--- config.mk ---
export PLATFORM = sky130hd
export DESIGN_NAME = color_pointer_update_parser
export DESIGN_NICKNAME = d
export VERILOG_FILES = /design/src/rtl/cpup_pkg.sv /design/src/rtl/cpup_res_fifo.sv /design/src/rtl/color_pointer_update_parser.sv
export SDC_FILE = /design/constraint.sdc
export NUM_CORES = 1
export LEC_CHECK = 0
export BUFFER_PORTS_ARGS = -buffer_cell sky130_fd_sc_hd__buf_4
export CAP_MARGIN = 25
export CORE_ASPECT_RATIO = 0.75
export CORE_MARGIN = 2
export CORE_UTILIZATION = 45
export CTS_CLUSTER_DIAMETER = 40
export DETAILED_ROUTE_END_ITERATION = 10
export HOLD_SLACK_MARGIN = 0.12
export PLACE_DENSITY = 0.69
export SYNTH_ARGS = -nofsm -noshare
export SYNTH_HDL_FRONTEND = slang
export SYNTH_SLANG_ARGS = --single-unit
--- constraint.sdc ---
create_clock -name clk_i -period 5.8 [get_ports clk_i]
set_input_delay 1.16 -clock clk_i [delete_from_list [all_inputs] [get_ports clk_i]]
set_output_delay 1.16 -clock clk_i [all_outputs]
set_load 0.03 [all_outputs]
--- src/rtl/cpup_pkg.sv ---
// ----------------------------------------------------------------------------
// cpup_pkg
// Shared types, constants and helpers of the color pointer update parser.
// ----------------------------------------------------------------------------
package cpup_pkg;

  localparam int unsigned MaxPointerSide = 96;
  localparam int unsigned HdrBytes       = 14;
  localparam int unsigned NumHdrFields   = 7;
  localparam int unsigned ResDepth       = 4;
  localparam int unsigned ResPtrW        = $clog2(ResDepth);
  localparam int unsigned ScanW          = 12;  // even-padded scanline bytes
  localparam int unsigned SideW          = 7;
  localparam int unsigned ProdW          = ScanW + SideW;

  // header field slots
  localparam int unsigned HfCache = 0;
  localparam int unsigned HfX     = 1;
  localparam int unsigned HfY     = 2;
  localparam int unsigned HfW     = 3;
  localparam int unsigned HfH     = 4;
  localparam int unsigned HfAnd   = 5;
  localparam int unsigned HfXor   = 6;

  typedef enum logic [2:0] {
    KIND_HDR  = 3'd0,
    KIND_XOR  = 3'd1,
    KIND_AND  = 3'd2,
    KIND_DONE = 3'd3,
    KIND_FAIL = 3'd4
  } kind_e;

  typedef enum logic [2:0] {
    FAIL_SHORT    = 3'd0,
    FAIL_SIZE     = 3'd1,
    FAIL_XOR_LEN  = 3'd2,
    FAIL_AND_LEN  = 3'd3,
    FAIL_TRUNC    = 3'd4
  } fail_e;

  typedef enum logic [3:0] {
    PH_HEADER,
    PH_CK_SIZE,
    PH_CK_XOR1,
    PH_CK_XOR2,
    PH_CK_AND,
    PH_XOR,
    PH_AND,
    PH_PAD,
    PH_DRAIN
  } phase_e;

  typedef struct packed {
    kind_e             kind;
    logic [15:0]       cache_slot;
    logic [SideW-1:0]  hot_x;
    logic [SideW-1:0]  hot_y;
    logic [SideW-1:0]  width;
    logic [SideW-1:0]  height;
    logic [7:0]        mask_byte;
    logic [15:0]       mask_offset;
    fail_e             fail_code;
    logic              final_res;
  } res_t;

  typedef struct packed {
    logic a;
    logic b;  // second beat of the same cycle, only together with a
  } push_t;

  // bits rounded up to bytes, then up to an even byte count
  function automatic logic [ScanW-1:0] scan_even(input logic [15:0] bits);
    logic [16:0] sum;
    logic [13:0] bytes;
    logic [13:0] even;
    sum   = {1'b0, bits} + 17'd7;
    bytes = sum[16:3];
    even  = bytes + {13'd0, bytes[0]};
    return even[ScanW-1:0];
  endfunction

  function automatic res_t res_blank(input kind_e kind);
    res_t r;
    r      = '0;
    r.kind = kind;
    return r;
  endfunction

  function automatic res_t res_fail(input fail_e code);
    res_t r;
    r           = res_blank(KIND_FAIL);
    r.fail_code = code;
    r.final_res = 1'b1;
    return r;
  endfunction

  function automatic res_t res_done();
    res_t r;
    r           = res_blank(KIND_DONE);
    r.final_res = 1'b1;
    return r;
  endfunction

endpackage

--- src/rtl/cpup_res_fifo.sv ---
// ----------------------------------------------------------------------------
// cpup_res_fifo
// Result queue: takes up to two beats a cycle, hands out one beat a cycle unless stalled.
// ----------------------------------------------------------------------------
module cpup_res_fifo
  import cpup_pkg::*;
(
  input  logic  clk_i,
  input  logic  rst_ni,
  input  push_t push_i,
  input  res_t  res_a_i,
  input  res_t  res_b_i,
  output logic  room2_o,
  output logic  out_valid_o,
  input  logic  out_stall_i,
  output res_t  out_res_o
);

  res_t                 mem [ResDepth];
  logic [ResPtrW-1:0]   wr_ptr_q, wr_ptr_d;
  logic [ResPtrW-1:0]   rd_ptr_q, rd_ptr_d;
  logic [ResPtrW:0]     count_q, count_d;
  logic                 pop;
  logic [ResPtrW:0]     n_push;

  assign pop         = out_valid_o && !out_stall_i;
  assign out_valid_o = (count_q != '0);
  assign room2_o     = (count_q <= (ResPtrW + 1)'(ResDepth - 2));
  assign out_res_o   = mem[rd_ptr_q];

  always_comb begin
    n_push   = (ResPtrW + 1)'(push_i.a) + (ResPtrW + 1)'(push_i.b);
    wr_ptr_d = wr_ptr_q + n_push[ResPtrW-1:0];
    rd_ptr_d = rd_ptr_q + ResPtrW'(pop);
    count_d  = count_q + n_push - (ResPtrW + 1)'(pop);
  end

  always_ff @(posedge clk_i or negedge rst_ni) begin
    if (!rst_ni) begin
      wr_ptr_q <= '0;
      rd_ptr_q <= '0;
      count_q  <= '0;
    end else begin
      wr_ptr_q <= wr_ptr_d;
      rd_ptr_q <= rd_ptr_d;
      count_q  <= count_d;
    end
  end

  always_ff @(posedge clk_i) begin
    if (push_i.a) begin
      mem[wr_ptr_q] <= res_a_i;
    end
    if (push_i.b) begin
      mem[wr_ptr_q + ResPtrW'(1)] <= res_b_i;
    end
  end

  a_no_overflow: assert property (@(posedge clk_i) disable iff (!rst_ni)
    count_q <= (ResPtrW + 1)'(ResDepth))
    else $error("result queue overflow");

  a_pair_order: assert property (@(posedge clk_i) disable iff (!rst_ni)
    push_i.b |-> push_i.a)
    else $error("second beat pushed without first");

  a_pair_room: assert property (@(posedge clk_i) disable iff (!rst_ni)
    push_i.b |-> (count_q <= (ResPtrW + 1)'(ResDepth - 2)))
    else $error("two beats pushed without room");

endmodule

--- src/rtl/color_pointer_update_parser.sv ---
// ----------------------------------------------------------------------------
// color_pointer_update_parser
// Parses a color pointer update byte stream: header, size checks, mask bytes.
// ----------------------------------------------------------------------------
//  channel | signals                                        | direction
//  in      | in_valid_i, in_stall_o, in_byte_i,              | in
//          | end_of_message_i, xor_bpp_i                     |
//  out     | out_valid_o, out_stall_i, kind_o, cache_slot_o, | out
//          | hot_x_o, hot_y_o, pointer_width_o,              |
//          | pointer_height_o, mask_byte_o, mask_offset_o,   |
//          | fail_code_o, final_result_o                     |
//
// header, mask and pad bytes are taken one per cycle while the input is not stalled.
// after the 14th header byte the input stalls through the check states size,
// xor1, xor2 and and (up to the first failing check), while one shared
// 12x7 multiplier works out the xor and and lengths.
// results leave through a 4-deep queue, one beat per cycle unless out_stall_i
// holds it; the input stalls while the queue holds more than two beats.
// reset returns the parser to the start of a header with an empty queue.
module color_pointer_update_parser
  import cpup_pkg::*;
(
  input  logic        clk_i,
  input  logic        rst_ni,
  input  logic        in_valid_i,
  output logic        in_stall_o,
  input  logic [7:0]  in_byte_i,
  input  logic        end_of_message_i,
  input  logic [7:0]  xor_bpp_i,
  output logic        out_valid_o,
  input  logic        out_stall_i,
  output logic [2:0]  kind_o,
  output logic [15:0] cache_slot_o,
  output logic [6:0]  hot_x_o,
  output logic [6:0]  hot_y_o,
  output logic [6:0]  pointer_width_o,
  output logic [6:0]  pointer_height_o,
  output logic [7:0]  mask_byte_o,
  output logic [15:0] mask_offset_o,
  output logic [2:0]  fail_code_o,
  output logic        final_result_o
);

  phase_e              phase_q, phase_d;
  logic [3:0]          hdr_cnt_q, hdr_cnt_d;
  logic [15:0]         data_cnt_q, data_cnt_d;
  logic [7:0]          bpp_q, bpp_d;
  logic                eom_q, eom_d;
  logic [ProdW-1:0]    prod_q, prod_d;
  logic [15:0]         fields_q [NumHdrFields];

  logic                acc;
  logic                checking;
  logic                room2;
  logic                hdr_last;
  logic [2:0]          fld_idx;
  logic [15:0]         w16, h16, xl16, al16;
  logic [SideW-1:0]    w7, h7;
  logic                size_bad, xor_bad, and_bad;
  phase_e              first_phase;
  logic                is_xor;
  logic [15:0]         cur_len;
  logic [16:0]         cnt_inc;
  logic                data_end;
  phase_e              data_next;
  logic [ScanW-1:0]    mul_a;
  logic [SideW-1:0]    mul_b;
  push_t               push;
  res_t                res_a, res_b, hdr_res, out_res;

  // ---------------------------------------------------------------- decode
  assign checking = (phase_q == PH_CK_SIZE) || (phase_q == PH_CK_XOR1) ||
                    (phase_q == PH_CK_XOR2) || (phase_q == PH_CK_AND);
  assign in_stall_o = checking || !room2;
  assign acc        = in_valid_i && !in_stall_o;
  assign hdr_last   = (hdr_cnt_q == 4'(HdrBytes - 1));
  assign fld_idx    = hdr_cnt_q[3:1];

  assign w16  = fields_q[HfW];
  assign h16  = fields_q[HfH];
  assign xl16 = fields_q[HfXor];
  assign al16 = fields_q[HfAnd];
  assign w7   = w16[SideW-1:0];
  assign h7   = h16[SideW-1:0];

  assign size_bad = (w16 > 16'(MaxPointerSide)) || (h16 > 16'(MaxPointerSide));
  assign xor_bad  = (xl16 != '0) && ({{(ProdW - 16){1'b0}}, xl16} != prod_q);
  assign and_bad  = (al16 != '0) && ({{(ProdW - 16){1'b0}}, al16} != prod_q);

  assign first_phase = (xl16 != '0) ? PH_XOR : ((al16 != '0) ? PH_AND : PH_PAD);

  assign is_xor    = (phase_q == PH_XOR);
  assign cur_len   = is_xor ? xl16 : al16;
  assign cnt_inc   = {1'b0, data_cnt_q} + 17'd1;
  assign data_end  = (cnt_inc >= {1'b0, cur_len});
  assign data_next = (is_xor && (al16 != '0)) ? PH_AND : PH_PAD;

  // ------------------------------------------------------ shared multiplier
  always_comb begin
    mul_a = '0;
    mul_b = '0;
    case (phase_q)
      PH_CK_SIZE: begin
        mul_a = {{(ScanW - 8){1'b0}}, bpp_q};
        mul_b = w7;
      end
      PH_CK_XOR1: begin
        mul_a = scan_even(prod_q[15:0]);
        mul_b = h7;
      end
      PH_CK_XOR2: begin
        mul_a = scan_even({{(16 - SideW){1'b0}}, w7});
        mul_b = h7;
      end
      default: begin
        mul_a = '0;
        mul_b = '0;
      end
    endcase
    prod_d = {{SideW{1'b0}}, mul_a} * {{ScanW{1'b0}}, mul_b};
  end

  // ------------------------------------------------------------ next state
  always_comb begin
    phase_d    = phase_q;
    hdr_cnt_d  = hdr_cnt_q;
    data_cnt_d = data_cnt_q;
    bpp_d      = bpp_q;
    eom_d      = eom_q;
    case (phase_q)
      PH_HEADER: begin
        if (acc) begin
          if (hdr_cnt_q == '0) begin
            bpp_d = xor_bpp_i;
          end
          if (hdr_last) begin
            hdr_cnt_d = '0;
            eom_d     = end_of_message_i;
            phase_d   = PH_CK_SIZE;
          end else if (end_of_message_i) begin
            hdr_cnt_d = '0;
          end else begin
            hdr_cnt_d = hdr_cnt_q + 4'd1;
          end
        end
      end
      PH_CK_SIZE: begin
        if (size_bad) begin
          phase_d = eom_q ? PH_HEADER : PH_DRAIN;
        end else begin
          phase_d = PH_CK_XOR1;
        end
      end
      PH_CK_XOR1: begin
        phase_d = PH_CK_XOR2;
      end
      PH_CK_XOR2: begin
        if (xor_bad) begin
          phase_d = eom_q ? PH_HEADER : PH_DRAIN;
        end else begin
          phase_d = PH_CK_AND;
        end
      end
      PH_CK_AND: begin
        if (and_bad) begin
          phase_d = eom_q ? PH_HEADER : PH_DRAIN;
        end else begin
          data_cnt_d = '0;
          phase_d    = eom_q ? PH_HEADER : first_phase;
        end
      end
      PH_XOR, PH_AND: begin
        if (acc) begin
          data_cnt_d = data_end ? '0 : cnt_inc[15:0];
          if (end_of_message_i) begin
            phase_d = PH_HEADER;
          end else if (data_end) begin
            phase_d = data_next;
          end
        end
      end
      PH_PAD, PH_DRAIN: begin
        if (acc && end_of_message_i) begin
          phase_d = PH_HEADER;
        end
      end
      default: begin
        phase_d   = PH_HEADER;
        hdr_cnt_d = '0;
      end
    endcase
  end

  // ---------------------------------------------------------------- results
  always_comb begin
    hdr_res            = res_blank(KIND_HDR);
    hdr_res.cache_slot = fields_q[HfCache];
    hdr_res.hot_x      = (fields_q[HfX] >= w16) ? '0 : fields_q[HfX][SideW-1:0];
    hdr_res.hot_y      = (fields_q[HfY] >= h16) ? '0 : fields_q[HfY][SideW-1:0];
    hdr_res.width      = w7;
    hdr_res.height     = h7;
  end

  always_comb begin
    push  = '0;
    res_a = res_blank(KIND_HDR);
    res_b = res_blank(KIND_HDR);
    case (phase_q)
      PH_HEADER: begin
        if (acc && !hdr_last && end_of_message_i) begin
          push.a = 1'b1;
          res_a  = res_fail(FAIL_SHORT);
        end
      end
      PH_CK_SIZE: begin
        if (size_bad) begin
          push.a = 1'b1;
          res_a  = res_fail(FAIL_SIZE);
        end
      end
      PH_CK_XOR2: begin
        if (xor_bad) begin
          push.a = 1'b1;
          res_a  = res_fail(FAIL_XOR_LEN);
        end
      end
      PH_CK_AND: begin
        push.a = 1'b1;
        if (and_bad) begin
          res_a = res_fail(FAIL_AND_LEN);
        end else begin
          res_a  = hdr_res;
          push.b = eom_q;
          res_b  = (first_phase == PH_PAD) ? res_done() : res_fail(FAIL_TRUNC);
        end
      end
      PH_XOR, PH_AND: begin
        if (acc) begin
          push.a            = 1'b1;
          res_a             = res_blank(is_xor ? KIND_XOR : KIND_AND);
          res_a.mask_byte   = in_byte_i;
          res_a.mask_offset = data_cnt_q;
          push.b            = end_of_message_i;
          // message may end right on the last mask byte
          res_b = (data_end && (data_next == PH_PAD)) ? res_done()
                                                      : res_fail(FAIL_TRUNC);
        end
      end
      PH_PAD: begin
        if (acc && end_of_message_i) begin
          push.a = 1'b1;
          res_a  = res_done();
        end
      end
      default: begin
        push = '0;
      end
    endcase
  end

  // -------------------------------------------------------------- registers
  always_ff @(posedge clk_i or negedge rst_ni) begin
    if (!rst_ni) begin
      phase_q    <= PH_HEADER;
      hdr_cnt_q  <= '0;
      data_cnt_q <= '0;
      eom_q      <= 1'b0;
    end else begin
      phase_q    <= phase_d;
      hdr_cnt_q  <= hdr_cnt_d;
      data_cnt_q <= data_cnt_d;
      eom_q      <= eom_d;
    end
  end

  always_ff @(posedge clk_i) begin
    bpp_q  <= bpp_d;
    prod_q <= prod_d;
    if (acc && (phase_q == PH_HEADER)) begin
      if (hdr_cnt_q[0]) begin
        fields_q[fld_idx][15:8] <= in_byte_i;
      end else begin
        fields_q[fld_idx] <= {8'h00, in_byte_i};
      end
    end
  end

  cpup_res_fifo u_res_fifo (
    .clk_i       (clk_i),
    .rst_ni      (rst_ni),
    .push_i      (push),
    .res_a_i     (res_a),
    .res_b_i     (res_b),
    .room2_o     (room2),
    .out_valid_o (out_valid_o),
    .out_stall_i (out_stall_i),
    .out_res_o   (out_res)
  );

  assign kind_o           = out_res.kind;
  assign cache_slot_o     = out_res.cache_slot;
  assign hot_x_o          = out_res.hot_x;
  assign hot_y_o          = out_res.hot_y;
  assign pointer_width_o  = out_res.width;
  assign pointer_height_o = out_res.height;
  assign mask_byte_o      = out_res.mask_byte;
  assign mask_offset_o    = out_res.mask_offset;
  assign fail_code_o      = out_res.fail_code;
  assign final_result_o   = out_res.final_res;

  a_check_stalls: assert property (@(posedge clk_i) disable iff (!rst_ni)
    checking |-> in_stall_o)
    else $error("input taken during header checks");

  a_data_in_range: assert property (@(posedge clk_i) disable iff (!rst_ni)
    ((phase_q == PH_XOR) || (phase_q == PH_AND)) |-> (data_cnt_q < cur_len))
    else $error("mask offset past mask length");

  a_hdr_to_check: assert property (@(posedge clk_i) disable iff (!rst_ni)
    (acc && (phase_q == PH_HEADER) && hdr_last) |=> (phase_q == PH_CK_SIZE))
    else $error("full header did not start checks");

endmodule

**Word level (Yosys, flattened, before mapping)**

Memories as Yosys holds them, arrays and structs flattened.
Index checks and enable logic that the tools add are counted.

- Output and inout bits: 77
- Word-level logic and storage cells: 145
- Bits of input ports: 21
- Register bits after elaboration: 59
- RAM bits: 412
- Memories: 2

- Equal/unequal tests: 19
- Add/subtract/negate cells: 12
- Mux-type cells: 60
- Bitwise gates (word level): 2
- Reduce and logical (&&, ||, !) cells: 34
- Order comparisons: 6
- $mul: 1

Memories:

| name | depth | width | rd ports | clocked after memory_dff | write ports | RTL line | RTL |
|---|---|---|---|---|---|---|---|
| u_res_fifo.mem | 4 | 75 | 1 | 0 | 2 | cpup_res_fifo.sv:19 | `res_t mem [ResDepth];` |
| fields_q | 7 | 16 | 7 | 0 | 1 | color_pointer_update_parser.sv:50 | `logic [15:0] fields_q [NumHdrFields];` |

Operators by type and width:

| kind | count |
|---|---|
| $mux W75 | 8 |
| $pmux W75 S6 | 1 |
| $pmux W75 S2 | 1 |
| $mux W74 | 2 |
| $mux W16 | 4 |
| $mux W4 | 13 |
| $ne A16 B19 Y1 | 2 |
| $pmux W12 S3 | 1 |
| $ge A16 B16 Y1 | 2 |
| $gt A16 B7 Y1 const B | 2 |
| $pmux W16 S2 | 1 |
| $reduce_bool A16 Y1 | 2 |
| $pmux W4 S7 | 1 |
| $mul A12 B7 Y19 | 1 |
| $add A16 B1 Y17 const B | 1 |
| $ge A17 B16 Y1 | 1 |
| $mux W1 | 17 |
| $eq A4 B3 Y1 const B | 4 |
| $add A15 B3 Y15 const B | 1 |
| $mux W7 | 2 |
| $pmux W7 S2 | 1 |
| $add A12 B1 Y12 | 1 |
| $logic_and A1 B1 Y1 | 10 |
| $ne A2 B2 Y1 const B | 5 |
| 33 further kinds | 50 |

**Logic depth before layout (Yosys ltp)**

Gate-level depths: netlist (run 1).

- Word-level depth: 14
- Depth in mapped cells: 25
- Depth with buffers taken out: 25

**By module**

A second synthesis (run 1) with hierarchy kept.

- Cells, all modules: 1,854
- Area, all modules: 26,232.7 um2

Modules (own cells, without submodules):

| module | times used | seq. area each (um2) | area each (um2) | cells each |
|---|---|---|---|---|
| cpup_res_fifo | 1 | 9,183.8 | 14,787.9 | 765 |
| color_pointer_update_parser | 1 | 4,609.4 | 11,444.7 | 1,089 |

**Least setup slack after synthesis (run 1)**

Ideal clock, no wire load.

- Kind: register -> register
- Start: register prod_q[3]
- End: register prod_q[17]
- Stages on the path, launching flop included: 23
- Buffers on the path: 0
- Clock period less this slack: 5.808 ns
- Arrival: 5.685 ns
- Library setup time: 0.123 ns
- Slack: -0.008 ns
- Data required time: 5.677 ns
- Cells stage by stage: dfxtp_1 -> or4_1 -> nor2b_1 -> ha_1 -> maj3_1 -> nand2_1 -> xor2_1 -> nor2_1 -> a21oi_1 -> nor2_1 -> fa_1 -> fa_1 -> fa_1 -> inv_1 -> fa_1 -> inv_1 -> ha_1 -> or2_2 -> a21oi_1 -> a31oi_1 -> a211oi_1 -> a21oi_1 -> xor2_1

- Cells in the longest elaborated chain, start to end: 4

Ends and longest elaborated chain:

| item | RTL line | RTL |
|---|---|---|
| start, declared | color_pointer_update_parser.sv:49 | `logic [ProdW-1:0] prod_q, prod_d;` |
| start signal, assigned | color_pointer_update_parser.sv:278 | `prod_q <= prod_d;` |
| $add A15 B3 Y15 | cpup_pkg.sv:76 | `sum = {1'b0, bits} + 17'd7;` |
| $add A12 B1 Y12 | cpup_pkg.sv:78 | `even = bytes + {13'd0, bytes[0]};` |
| $pmux W12 S3 | color_pointer_update_parser.sv:102 | `case (phase_q)` |
| $mul A12 B7 Y19 | color_pointer_update_parser.sv:120 | `prod_d = {{SideW{1'b0}}, mul_a} * {{ScanW{1'b0}}, mul_b};` |
| named net prod_d[17] | color_pointer_update_parser.sv:49 |  |

The timed path passes the listed nets, and every way through them passes these cells.
A chain may end at the register's enable or synchronous reset.

**Worst setup path in the final report (run 1)**

Ends and elaborated chain as after synthesis.

==> results.txt, run 1 <==
The clock buffer count from CTS came out at between 50 and 60. The critical path startpoint category is a register. The hold violation count in the final report was 0. Data arrives at the worst endpoint at ~6300 ps.

Among all flip-flop cells after synthesis, the most frequent one is dfxtp_1. The worst hold margin came out at between 400 and 500 ps. After clock tree synthesis, the clock-pin slew on the worst setup and hold paths is approximately 60 ps.

The area of all placed cells without fillers came out at approximately 26000 sq um. The required time of the critical path came out at 6300 ps. The number of violations reported at the end of detailed-routing iteration 0 came out at 1611. The die span in x is ~260 um.

The register bit total from synthesis is between 400 and 500. The combinational family with the most area after synthesis is simple AND/OR/NAND/NOR gates. The congestion estimate from routability-driven global placement came to a little under 0.9. The number of filler cells placed in the layout came out at ~4300.

The initial antenna violation count came out at 1. Along the worst path, the maximum fanout reaches 4. The number of instances in the synthesized netlist came out at 2121. The peak clock frequency supported by timing came out at 0.173 GHz.

The count of final setup violators is 0. The placed wire-length estimate is roughly 42000 um. The pin count of the biggest net entering global routing is 102.

The maximum vdd drop is around 0.27 mV. Global routing used a little under a quarter of the available tracks across all layers. The post-synthesis compound-gate area fraction is roughly an eighth.

TritonCTS built the clock tree. Dividing the detail-routed wire length by the instance count gives ~22 um. In this run the vertical extent of the chip is between 150 and 200 um.

The Yosys step of the flow raised 0 warnings. STA classifies the critical path endpoint as a register. The leakage power total is approximately 10 nW. The kind of path behind the tightest hold check is reg2reg. Pin placement for this block handled roughly 100 I/O pins. The share of synthesized area occupied by flip-flops and latches is 48.4%. The final critical delay including setup and external delays is roughly 5800 ps. Of the total synthesized cell area, the portion taken by full adders, half adders and majority gates is 9.79%. The cell chosen for the clock root is clkbuf_16.

The number of flops mapped to enable cells by yosys came out at 140. The worst register-to-register path begins at prod_q[3]$_DFF_P_. The worst reg-to-reg path cell count came out at 22.

The fraction of registers with async set or reset after synthesis came out at just under 7%. The number of antenna cells inserted came out at 0. The simple-gate share of the synthesized area is ~14%.

The global-route wire length before repair came out at between 90000 and 100000 um. The number of nets produced by synthesis came out at 2289. The multiplexer area fraction after synthesis came out at under 10%.

The number of remaining DRC errors came out at 0. The setup total negative slack came out at 0 ps. The remaining antenna violation count is 0. Once placement finished, the instance area stood at 24300 sq um. The area overhead of the layout relative to synthesis is 16.5%. The max-cap check violation count came out at 0.

The worst-case register-to-register setup slack came out at 5 ps. The synthesized netlist occupies a cell area of 22700 sq um. The count of nets after finishing came out at around 2400.

The H-tree depth reported by CTS came out at 2. The xor and xnor area share after synthesis came out at 3.01%. The detailed router placed about 17000 vias in this run. The fraction of layout cells with a size suffix above 1 came out at about a fifth. After global routing the overflow that remains totals 0. Setup repair after global routing could not meet its margin everywhere. The number of standard-cell rows in the floorplan came out at 71. The later-pin clock latency in the skew report is 590 ps. The die covers approximately 52000 sq um. The total core area came out at roughly 50000 sq um. The via count of the first global-routing pass is about 17000. The headroom to the max-slew limit is 30.5%. The final critical path takes up about 100% of the cycle. The mean instance size in the synthesized netlist came out at about 11 sq um.

The flow ran to the end, and the final reports show no timing, DRC or antenna violations. The tree built by TritonCTS fans out to between 400 and 500 sinks. The clock passes through at most 3 buffers.

The endpoint identified for the worst register-to-register timing path is prod_q[17]$_DFF_P_. The number of iterations in the first detailed-routing pass is 5. The number of library cell types mapped by synthesis came out at 73. The category of the critical setup timing path is reg2reg. The launching instance or port of the critical path is prod_q[3]$_DFF_P_. The overall power is 8.13 mW. Input and output buffers added on the ports amount to 97. Following the worst setup path forward leads to its endpoint at prod_q[17]$_DFF_P_.

The final-report max-slew violation count came out at 0. The number of vias per cell after detailed routing came out at just under 6. For this configuration, the core starts out at a cell density of 45.4%.

The worst clock skew on the final layout is between 20 and 30 ps. The final wirelength came out at around 63000 um. The ratio of total power to cell area is between 300 and 400 nW/um^2. The count of hold-fix buffers inserted at cts is 0. The slew of the pin with the lowest slew margin is around 1000 ps.
[stage by stage]
step                worst slack, ps  utilization, %  instances
finish                         5.27            53.0       2931
global route                   -208            53.0       2931
global placement               -220            48.6       2821
detailed placement             -302            48.7       2823
floorplan                      15.1               -       2121
CTS                            27.7            52.5       2923
[metal layers]
layer  GRT usage [%]  part of all wire [%]  vias to the layer above  wire length (um)
met1            33.2                    43                     8524             27100
met2            38.0                    46                      717             28900
met3            4.94                   8.7                      139              5510
met4            7.01                   2.8                        0              1760
li1                -                     -                     7941                 -
met5               0                     0                        -                 0
[flip-flops by register name (all words and copies together), names as in the netlist]
name / count
eom_q: 1
u_res_fifo.count_q: 3
data_cnt_q: 16
phase_q: 4
prod_q: 19
hdr_cnt_q: 4
fields_q: 112
bpp_q: 8
u_res_fifo.wr_ptr_q: 2
u_res_fifo.rd_ptr_q: 2
u_res_fifo.mem: 300
[Yosys cell counts (20+ instances only)]
cell type  number  area share [%]
nor4_1         20            0.55
mux4_2         75             7.4
a21oi_1        34            0.75
nor3_1         30            0.66
dfrtp_1        32             3.5
buf_2          29            0.64
o21ai_0       258             5.7
inv_1         101             1.7
clkbuf_1       85             1.4
a22o_1         69             2.7
edfxtp_1      140              18
or2_2          22            0.61
dfxtp_1       299              26
xnor2_1        45             1.7
nand4_1        21            0.58
fa_1           50             4.4
ha_1           97             5.3
nor2_1        118             1.9
nand2_1       106             1.8
xor2_1         33             1.3
nand3_1       247             5.4
[power breakdown]
group	internal, mW	switching (mW)	total (mW)	leakage, nW
Combinational	0.403	0.614	1.02	5.21
Sequential	3.52	0.266	3.79	4.10
Clock	1.89	1.44	3.32	0.852
Total	5.81	2.32	8.13	10.2
[worst max-delay path: stages, from the launching register on]
cell	delay, ps
dfxtp_1	310
or4_4	540
nor2b_4	150
ha_4	160
maj3_2	360
nand2_2	90
xor2_1	60
nor2_1	160
a21oi_2	90
buf_4	150
or2_4	240
fa_1	520
inv_2	40
fa_2	530
fa_1	430
fa_1	510
ha_4	310
o21ai_2	60
or3_4	360
a31oi_4	220
a211oi_2	110
a21oi_2	160
xor2_1	160
[repair_timing]
item,CTS,global route
gates resized for setup,33,42
buffers inserted,4,7
cloned,0,0
setup endpoints to repair,7,7
pin swaps,25,49
[final cells by class]
class / instances / area (sq um) / share of cell area (%)
tap: 657 / 822 / 3.10
sequential: 471 / 11000 / 41.5
multi-input combinational: 1409 / 11000 / 41.7
clock buffer: 65 / 1400 / 5.28
inverter: 102 / 383 / 1.45
clock inverter: 31 / 344 / 1.30
timing repair buffer: 196 / 1500 / 5.67
[cell families after synthesis]
family	Yosys count
simple gates	642
compound gates	445
fa+ha+maj	148
buf+inv	241
flops	471
mux	96
xor+xnor	78
[worst min path at each step]
stage / startpoint / endpoint / depth (start not counted)
after floorplan: u_res_fifo.mem[1][14]$_SDFFE_PP0P_ / u_res_fifo.mem[1][14]$_SDFFE_PP0P_ / 2
after global placement: u_res_fifo.mem[2][68]$_SDFFE_PP0P_ / u_res_fifo.mem[2][68]$_SDFFE_PP0P_ / 2
after detailed placement: u_res_fifo.mem[2][11]$_SDFFE_PP0P_ / u_res_fifo.mem[2][11]$_SDFFE_PP0P_ / 2
after CTS: u_res_fifo.mem[2][11]$_SDFFE_PP0P_ / u_res_fifo.mem[2][11]$_SDFFE_PP0P_ / 2
after global routing: u_res_fifo.mem[0][24]$_SDFFE_PP0P_ / u_res_fifo.mem[0][24]$_SDFFE_PP0P_ / 2
final: u_res_fifo.mem[2][70]$_SDFFE_PP0P_ / u_res_fifo.mem[2][70]$_SDFFE_PP0P_ / 2
[placed cells by master, fill, tap and decap left out, types with 6 or more instances in the layout]
cell type	synthesis	final
o21ai_0	258	253
inv_6	0	10
mux4_2	75	75
nand2_2	0	6
ha_4	0	6
and2_1	6	6
nand4_1	21	21
nor2b_1	18	15
buf_4	8	187
nor2_1	118	112
and3_1	10	9
nand2b_1	12	12
clkbuf_8	0	7
nor3_2	0	6
o22ai_1	9	9
xnor2_1	45	45
edfxtp_1	140	140
a21oi_1	34	28
a22o_1	69	69
inv_1	101	98
nor3_1	30	24
nor4_1	20	18
clkinv_2	0	6
or3_1	14	12
buf_6	6	6
a211oi_1	7	6
mux2i_1	16	16
dfxtp_1	299	298
dfrtp_1	32	30
nand2_1	106	100
a21o_1	15	15
a31oi_1	8	6
clkbuf_16	0	51
fa_1	50	49
xor2_1	33	31
ha_1	97	89
nand3_1	247	245
clkbuf_1	85	7
a22oi_1	8	8
or2_2	22	17
Power figures use the tool's default switching activity.
==> run 2, diff against run 1 <==
--- a/config.mk
+++ b/config.mk
@@ -13,6 +13,7 @@
 export CTS_CLUSTER_DIAMETER = 40
 export DETAILED_ROUTE_END_ITERATION = 10
 export HOLD_SLACK_MARGIN = 0.12
+export MAX_ROUTING_LAYER = met4
 export PLACE_DENSITY = 0.69
 export SYNTH_ARGS = -nofsm -noshare
 export SYNTH_HDL_FRONTEND = slang
==> run 2 against run 1 <==
  * Fmax increased by 0.30%
  * Utilization about the same
  * Critical path type unchanged
  * Global-route usage increased by 0.64 points
  * Sequential power about the same
  * Die area unchanged
  * Highest routed layer unchanged
  * Combinational power about the same
==> results.txt, run 2 (synthesized netlist as in run 1, its figures left out) <==
The run finished with clean final reports. The final routed wire length divided by cell count is 21.7 um (+0.36%). The ratio of total power to cell area is 308 nW/um^2 (+0.33%). The sequential cell area in the final layout is 11000 sq um (about the same). The slew of the pin with the lowest slew margin came out at 1050 ps (+6.45 ps). The area of all placed cells without fillers is 26500 sq um (about the same). The fraction of layout cells with a size suffix above 1 was 20.0% (-0.070 points). The number of buffers and inverters on the critical path came to 5 (+3). The global-route wire length before repair is 97400 um (-0.49%).

The worst clock skew on the final layout is 29.9 ps (+4.49 ps). The final critical delay including setup and external delays was 5780 ps (-17.2 ps). The commonest non-fill, non-tap cell in the layout is dfxtp_1.

Walking the worst path, the cells encountered are buf_6 > o31a_1 > xor2_2 > ha_4 > maj3_2 > nand2_1 > xor2_1 > o21a_2 > buf_4 > nor2_1 > fa_1 > inv_1 > fa_1 > inv_1 > fa_1 > fa_1 > ha_1 > o21ai_2 > or3_4 > a31oi_4 > a211oi_2 > buf_4 > xnor2_1. In this run the most used layer during global routing was met2. The number of standard-cell rows in the floorplan is 71 (unchanged). The final wirelength came out at 63600 um (+0.46%). The final-report max-slew violation count is 0 (unchanged). The flip-flop count of the largest register after layout was 300 (unchanged). The I/O pin total is 98 (unchanged). The number of remaining DRC errors is 0 (unchanged). The hold path depth came out at 2 (unchanged). The number of sinks on the clock net is 471 (unchanged). By instance count, the cell type seen most on the critical path is fa_1. The total global-route track usage is 24.6% (+0.64 points). The global placement routability congestion is 0.922 (+3.2%). The maximum buffer depth of the clock tree was 3 (unchanged). The number of vias per cell after detailed routing came to 5.95 (+0.64%). The setup path with the least slack is of type reg2reg. The clock buffer count from CTS is 52 (+2.0%).

The initial antenna violation count came out at 3 (+2). Setup repair after global routing could not meet its margin everywhere. The global-route track usage on met2 is 38.3% (+0.29 points). The worst hold margin is 468 ps (-2.72 ps). TritonCTS built the clock tree. The post-route clock period utilization is 99.6% (-0.30 points). The number of buffers added on ports came to 97 (unchanged).

The setup total negative slack came out at 0 ps (unchanged). The starting utilization of the core area came to 45.4% (unchanged). The number of iterations in the first detailed-routing pass is 6 (+1). The worst setup path is captured at a register. The via count of the first global-routing pass was 17100 (-0.11%). The multi-input logic area came to 11000 sq um (-0.17%). The area overhead of the layout relative to synthesis is 16.5% (about the same). The H-tree depth reported by CTS came out at 2 (unchanged). The required time of the critical path came to 6250 ps (-50 ps). The largest stage delay on the critical path was 510 ps (-30 ps). The placed instance count is 2823 (unchanged). The met3 global-route usage is 4.72% (-0.22 points). The count of final setup violators came out at 0 (unchanged). The floorplan die area came out at 52300 sq um (unchanged). STA classifies the critical path startpoint as a register. The maximum vdd drop was 0.248 mV (-7.7%). The root buffer cell chosen for the clock tree is clkbuf_16. Leaving out fill and tap cells, the most frequent cells in the layout are 297 x dfxtp_1, 254 x o21ai_0, 245 x nand3_1, 188 x buf_4, 140 x edfxtp_1.

The count of hold-fix buffers inserted at cts is 0 (unchanged). The peak clock frequency supported by timing came out at 0.173 GHz (+0.30%). The hold violation count in the final report came to 0 (unchanged). The total core area came out at 50000 sq um (unchanged). The later-pin clock latency in the skew report is 600 ps (about the same). The headroom to the max-slew limit came out at 30.0% (-0.43 points). The max-cap check violation count came out at 0 (unchanged). The leakage power total is 10.2 nW (+0.25%). The y dimension of the die was 199 um (unchanged). The total via count in the routed design is 17500 (+0.74%). The kind of path behind the tightest hold check is reg2reg. Ranked by flip-flop count, first place goes to u_res_fifo.mem. The pin count of the biggest net entering global routing is 90 (-12%). The die span in x came out at 263 um (unchanged).

The worst path arrival time came out at 6230 ps (-60 ps). The final non-filler cell total came out at 2934 (+0.10%). The remaining antenna violation count is 0 (unchanged). The global routing usage on met1 came out at 32.4% (-0.86 points). The largest registers in the layout are u_res_fifo.mem x300, fields_q x112, prod_q x19. The number of violations reported at the end of detailed-routing iteration 0 came out at 1570 (-2.5%).

The worst reg-to-reg path cell count is 23 (+4.5%). The placed wire-length estimate came out at 42900 um (+1.2%). The number of filler cells placed in the layout came out at 4314 (-0.46%). The overflow left after global routing is 0 (unchanged). The critical path depth in cells was 23 (+4.5%). Broken down by cell family, the worst path's largest delay share belongs to adder cells. The clock slew at the register clock pins of the worst setup and hold paths is 60 ps (about the same). The count of nets after finishing came to 2402 (+0.13%). The critical-path maximum fanout came out at 5 (+1). The placed cell area came out at 24300 sq um (about the same). For this design, the slowest cell found on the critical path is fa_1. The number of antenna cells inserted is 0 (unchanged).
## run 2: cell count changes in the layout (fill, tap and decap cells not counted), moves of 2 or more
cell and delta:
clkbuf_16 +3, nor3_1 +3, ha_1 +2, clkinv_8 -3, inv_4 +4, ha_2 -2, nor3_2 -4, buf_2 +2
buf_6 -2, clkinv_1 -3
## run 2: path summary, 6_finish.rpt
kind                                               startpoint                                  to  slack [ps]
setup / recovery                            prod_q[0]$_DFF_P_                  prod_q[15]$_DFF_P_          20
hold / removal             u_res_fifo.mem[1][71]$_SDFFE_PP0P_  u_res_fifo.mem[1][71]$_SDFFE_PP0P_         470
setup reg to reg                            prod_q[0]$_DFF_P_                  prod_q[15]$_DFF_P_          20
hold reg to reg            u_res_fifo.mem[1][71]$_SDFFE_PP0P_  u_res_fifo.mem[1][71]$_SDFFE_PP0P_         470
max in group asynchronous                              rst_ni    u_res_fifo.rd_ptr_q[0]$_DFF_PN0_        4850
min in group asynchronous                              rst_ni           data_cnt_q[7]$_DFFE_PN0P_         530
## run 2: final cells by class
type                            instances  area share (%)
Clock buffer                           71            5.67
Clock inverter                         26           0.955
Inverter                              102            1.45
Multi-Input combinational cell       1409            41.6
Sequential cell                       471            41.6
Tap cell                              657            3.11
Timing Repair Buffer                  198            5.67
## run 2: where the power goes
group	switching, mW	internal (mW)	total, mW	leakage, nW
combinational	0.613	0.402	1.02	5.21
clock	1.42	1.93	3.35	0.871
sequential	0.260	3.52	3.78	4.10
## run 2: worst min-delay path: stages (launching register included)
cell and delay (ps):
dfxtp_1 310, nand3_1 50, o21ai_0 60
## run 2: metal layers
metal  up-vias  share of wire [%]
li1       7946                  -
met4         0                3.1
met2       784                 46
met1      8590                 42
met3       130                8.8
met5         -                  0
## run 2: through the flow
stage                     setup WS [ps]  util (%)  total power, mW
after global placement             -206      48.6             4.86
after CTS                         0.374      52.5             8.19
after global routing               -205      52.9             8.42
after floorplan                    15.1         -             4.51
after detailed placement           -310      48.6             4.86
final                              22.4      52.9             8.15
## run 2: what timing repair did
item / CTS / global route
pin swaps: 21 / 44
gates resized for setup: 32 / 36
cloned: 0 / 0
setup buffers: 5 / 8
setup endpoints to repair: 7 / 8
==> run 3, diff against run 2 <==
--- a/config.mk
+++ b/config.mk
@@ -9,12 +9,12 @@
 export CAP_MARGIN = 25
 export CORE_ASPECT_RATIO = 0.75
 export CORE_MARGIN = 2
-export CORE_UTILIZATION = 45
+export CORE_UTILIZATION = 27
 export CTS_CLUSTER_DIAMETER = 40
 export DETAILED_ROUTE_END_ITERATION = 10
 export HOLD_SLACK_MARGIN = 0.12
 export MAX_ROUTING_LAYER = met4
-export PLACE_DENSITY = 0.69
+export PLACE_DENSITY = 0.48
 export SYNTH_ARGS = -nofsm -noshare
 export SYNTH_HDL_FRONTEND = slang
 export SYNTH_SLANG_ARGS = --single-unit
==> run 3 against run 2 <==
  * Utilization fell by 20 points
  * Total power rose by 4.3%
  * Critical endpoint is now prod_q[17]$_DFF_P_
  * Sequential cell count unchanged
==> results.txt, run 3 (synthesized netlist as in run 1, its figures left out) <==
The sequential cell area in the final layout came out at 11000 sq um (unchanged). The fraction of layout cells with a size suffix above 1 is 21.3% (+1.4 points). The y dimension of the die is 255 um (+29%). The number of violations reported at the end of detailed-routing iteration 0 came out at 1454 (-7.4%). The final critical delay including setup and external delays is 5790 ps (+14.0 ps). The starting utilization of the core area came to 27.2% (-18 points). The critical-path maximum fanout is 4 (-1). By startpoint and endpoint, the worst setup path is classified as reg2reg. The later-pin clock latency in the skew report came out at 640 ps (+40 ps). The count of nets after finishing is 2424 (+0.92%).

The final wirelength came to 70700 um (+11%). The routed length on met3 came out at 4270 um (-24%). In this run the top signal layer used is met4.

The number of vias per cell after detailed routing came out at 5.04 (-15%). Setup repair after global routing could not meet its margin everywhere. CTS placed an instance of clkbuf_16 at the clock tree root. The critical path startpoint category is a register.

The clock slew at the register clock pins of the worst setup and hold paths came to 60 ps (about the same). The final non-filler cell total came out at 3434 (+17%). The I/O pin total came out at 98 (unchanged).

The remaining antenna violation count is 0 (unchanged). The clock tree from TritonCTS is done. The number of buffers added on ports came out at 97 (unchanged). The initial antenna violation count was 6 (+3).

The placed cell area is 25100 sq um (+3.1%). The routed wire length on met2 came to 31400 um (+7.1%). The leakage power total was 10.4 nW (+1.7%).

The final routed wire length divided by cell count is 20.6 um (-5.0%). The overflow left after global routing came to 0 (unchanged). The flip-flop count of the largest register after layout is 300 (unchanged).

The area overhead of the layout relative to synthesis is 20.9%. The worst setup path is captured at a register. The placed wire-length estimate is 49000 um (+14%). The required time of the critical path came out at 6350 ps (+100 ps). The max-cap check violation count came to 0 (unchanged). The peak clock frequency supported by timing is 0.173 GHz (-0.24%). The headroom to the max-slew limit came out at 29.2% (-0.88 points).

The number of remaining DRC errors came to 0 (unchanged). The post-route clock period utilization is 99.9% (+0.24 points). The die span in x came to 339 um (+29%).

The largest registers in the layout are u_res_fifo.mem x300, fields_q x112, prod_q x19. The floorplan die area came out at 86500 sq um (+65%). The largest stage delay on the critical path came out at 540 ps (+30 ps). The top cell types in the final layout, fill and taps aside, are 297 x dfxtp_1, 253 x o21ai_0, 245 x nand3_1, 205 x buf_4, 140 x edfxtp_1. The number of standard-cell rows in the floorplan is 92 (+30%). The maximum vdd drop was 0.226 mV (-9.2%). The multi-input logic area is 11100 sq um (+0.79%). The end-of-flow core utilization is 32.8% (-20 points). The area of all placed cells without fillers came out at 27500 sq um (+3.8%).

The top register by number of flip-flops is u_res_fifo.mem. The H-tree depth reported by CTS was 2 (unchanged). The number of sinks on the clock net came out at 471 (unchanged). The global placement routability congestion came out at 0.871 (-5.6%). The worst clock skew on the final layout is 31.3 ps (+1.38 ps).

The number of iterations in the first detailed-routing pass was 6 (unchanged). The hold violation count in the final report came out at 0 (unchanged). The slew of the pin with the lowest slew margin is 1050 ps (+3.43 ps). The total via count in the routed design is 17300 (-0.73%). The post-route met1 wirelength came out at 33800 um (+27%).

The placed instance count is 3311 (+17%). The tightest min-delay check is of the in2async type. The global-route wire length before repair is 107000 um (+9.5%). The clock buffer count from CTS is 57 (+9.6%). The pin count of the biggest net entering global routing came out at 69 (-23%). The cell that appears most often on the critical path is fa_1. The run finished with clean final reports. The maximum buffer depth of the clock tree was 3 (unchanged). The total core area came out at 83700 sq um (+67%).

The total global-route track usage came out at 16.5% (-8.1 points). The ratio of total power to cell area was 309 nW/um^2 (+0.42%). The commonest non-fill, non-tap cell in the layout is dfxtp_1. The critical path goes through or4_4 > nor2b_4 > ha_4 > maj3_2 > nand2_2 > xor2_1 > nor2_1 > a21oi_2 > buf_4 > or2_4 > fa_1 > inv_2 > fa_2 > fa_1 > fa_1 > ha_4 > o21ai_2 > or3_4 > a31oi_4 > a211oi_2 > a21oi_1 > xor2_1.

The final-report max-slew violation count was 0 (unchanged). The number of filler cells placed in the layout came out at 8460 (+96%). The count of final setup violators came out at 0 (unchanged). The worst path arrival time came to 6340 ps (+110 ps). The via count of the first global-routing pass is 17200 (+0.13%). For this design, the slowest cell found on the critical path is or4_4.
run 3: cell types whose count changed in the layout (fill, tap and decap cells not counted), moves of 3 or more:
| cell | change |
|---|---|
| xnor2_2 | +3 |
| clkbuf_16 | +5 |
| buf_4 | +17 |
| xnor2_1 | -3 |
| nor3_2 | +4 |
| nor3_1 | -3 |
| clkinvlp_4 | +4 |
| clkinv_2 | +3 |
| inv_4 | -4 |
run 3: metrics by stage:
step	total power [mW]	setup slack, ps	hold slack (ps)	setup TNS (ps)
final	8.50	8.42	464	0
after global routing	8.82	-164	478	-612
after CTS	8.58	-17.2	451	-34.3
after detailed placement	4.96	-336	458	-1430
after global placement	4.94	-342	448	-1450
after floorplan	4.51	15.1	438	0
run 3: area by class of cell:
type	count	area share [%]
Sequential cell	471	40.0
Inverter	102	1.39
Clock inverter	33	1.17
Timing Repair Buffer	215	6.04
Multi-Input combinational cell	1409	40.4
Tap cell	1128	5.13
Antenna cell	1	0.00910
Clock buffer	75	5.84
run 3: per-layer routing:
layer	global-route usage (%)	vias to the layer above
met5	-	-
met4	3.68	0
met1	23.2	8690
met2	25.1	555
li1	-	7990
met3	2.39	87
run 3: final timing paths:
path	slack [ps]	endpoint	depth (start not counted)	from
setup / recovery	8	prod_q[17]$_DFF_P_	22	prod_q[3]$_DFF_P_
hold / removal	460	u_res_fifo.rd_ptr_q[1]$_DFF_PN0_	1	rst_ni
setup reg to reg	8	prod_q[17]$_DFF_P_	22	prod_q[3]$_DFF_P_
hold reg to reg	470	u_res_fifo.mem[1][61]$_SDFFE_PP0P_	2	u_res_fifo.mem[1][61]$_SDFFE_PP0P_
max in group asynchronous	4970	phase_q[3]$_DFFE_PN0P_	1	rst_ni
min in group clk_i	470	u_res_fifo.mem[1][61]$_SDFFE_PP0P_	2	u_res_fifo.mem[1][61]$_SDFFE_PP0P_
run 3: where the power goes:
part	leakage, nW	internal (mW)	total, mW	switching (mW)
logic	5.32	0.402	1.11	0.705
registers	4.10	3.52	3.77	0.242
clock network	0.936	2.11	3.63	1.51
run 3: timing repair:
item	in CTS	in global routing
buffers inserted	5	9
setup endpoints to repair	7	8
endpoints found under the hold margin	0	0
resized for setup	37	42
hold buffers	0	0
pin swaps	33	37
run 3: worst max-delay path, delay by kind of cell, from the launching register on:
family | cells | cell delay [ps]
XOR/XNOR | 2 | 210
buffers and inverters | 2 | 200
flip-flops | 1 | 330
adder cells (fa/ha/maj) | 7 | 2840
AND/OR/NAND/NOR | 6 | 1530
AO/OA/AOI/OAI | 5 | 610
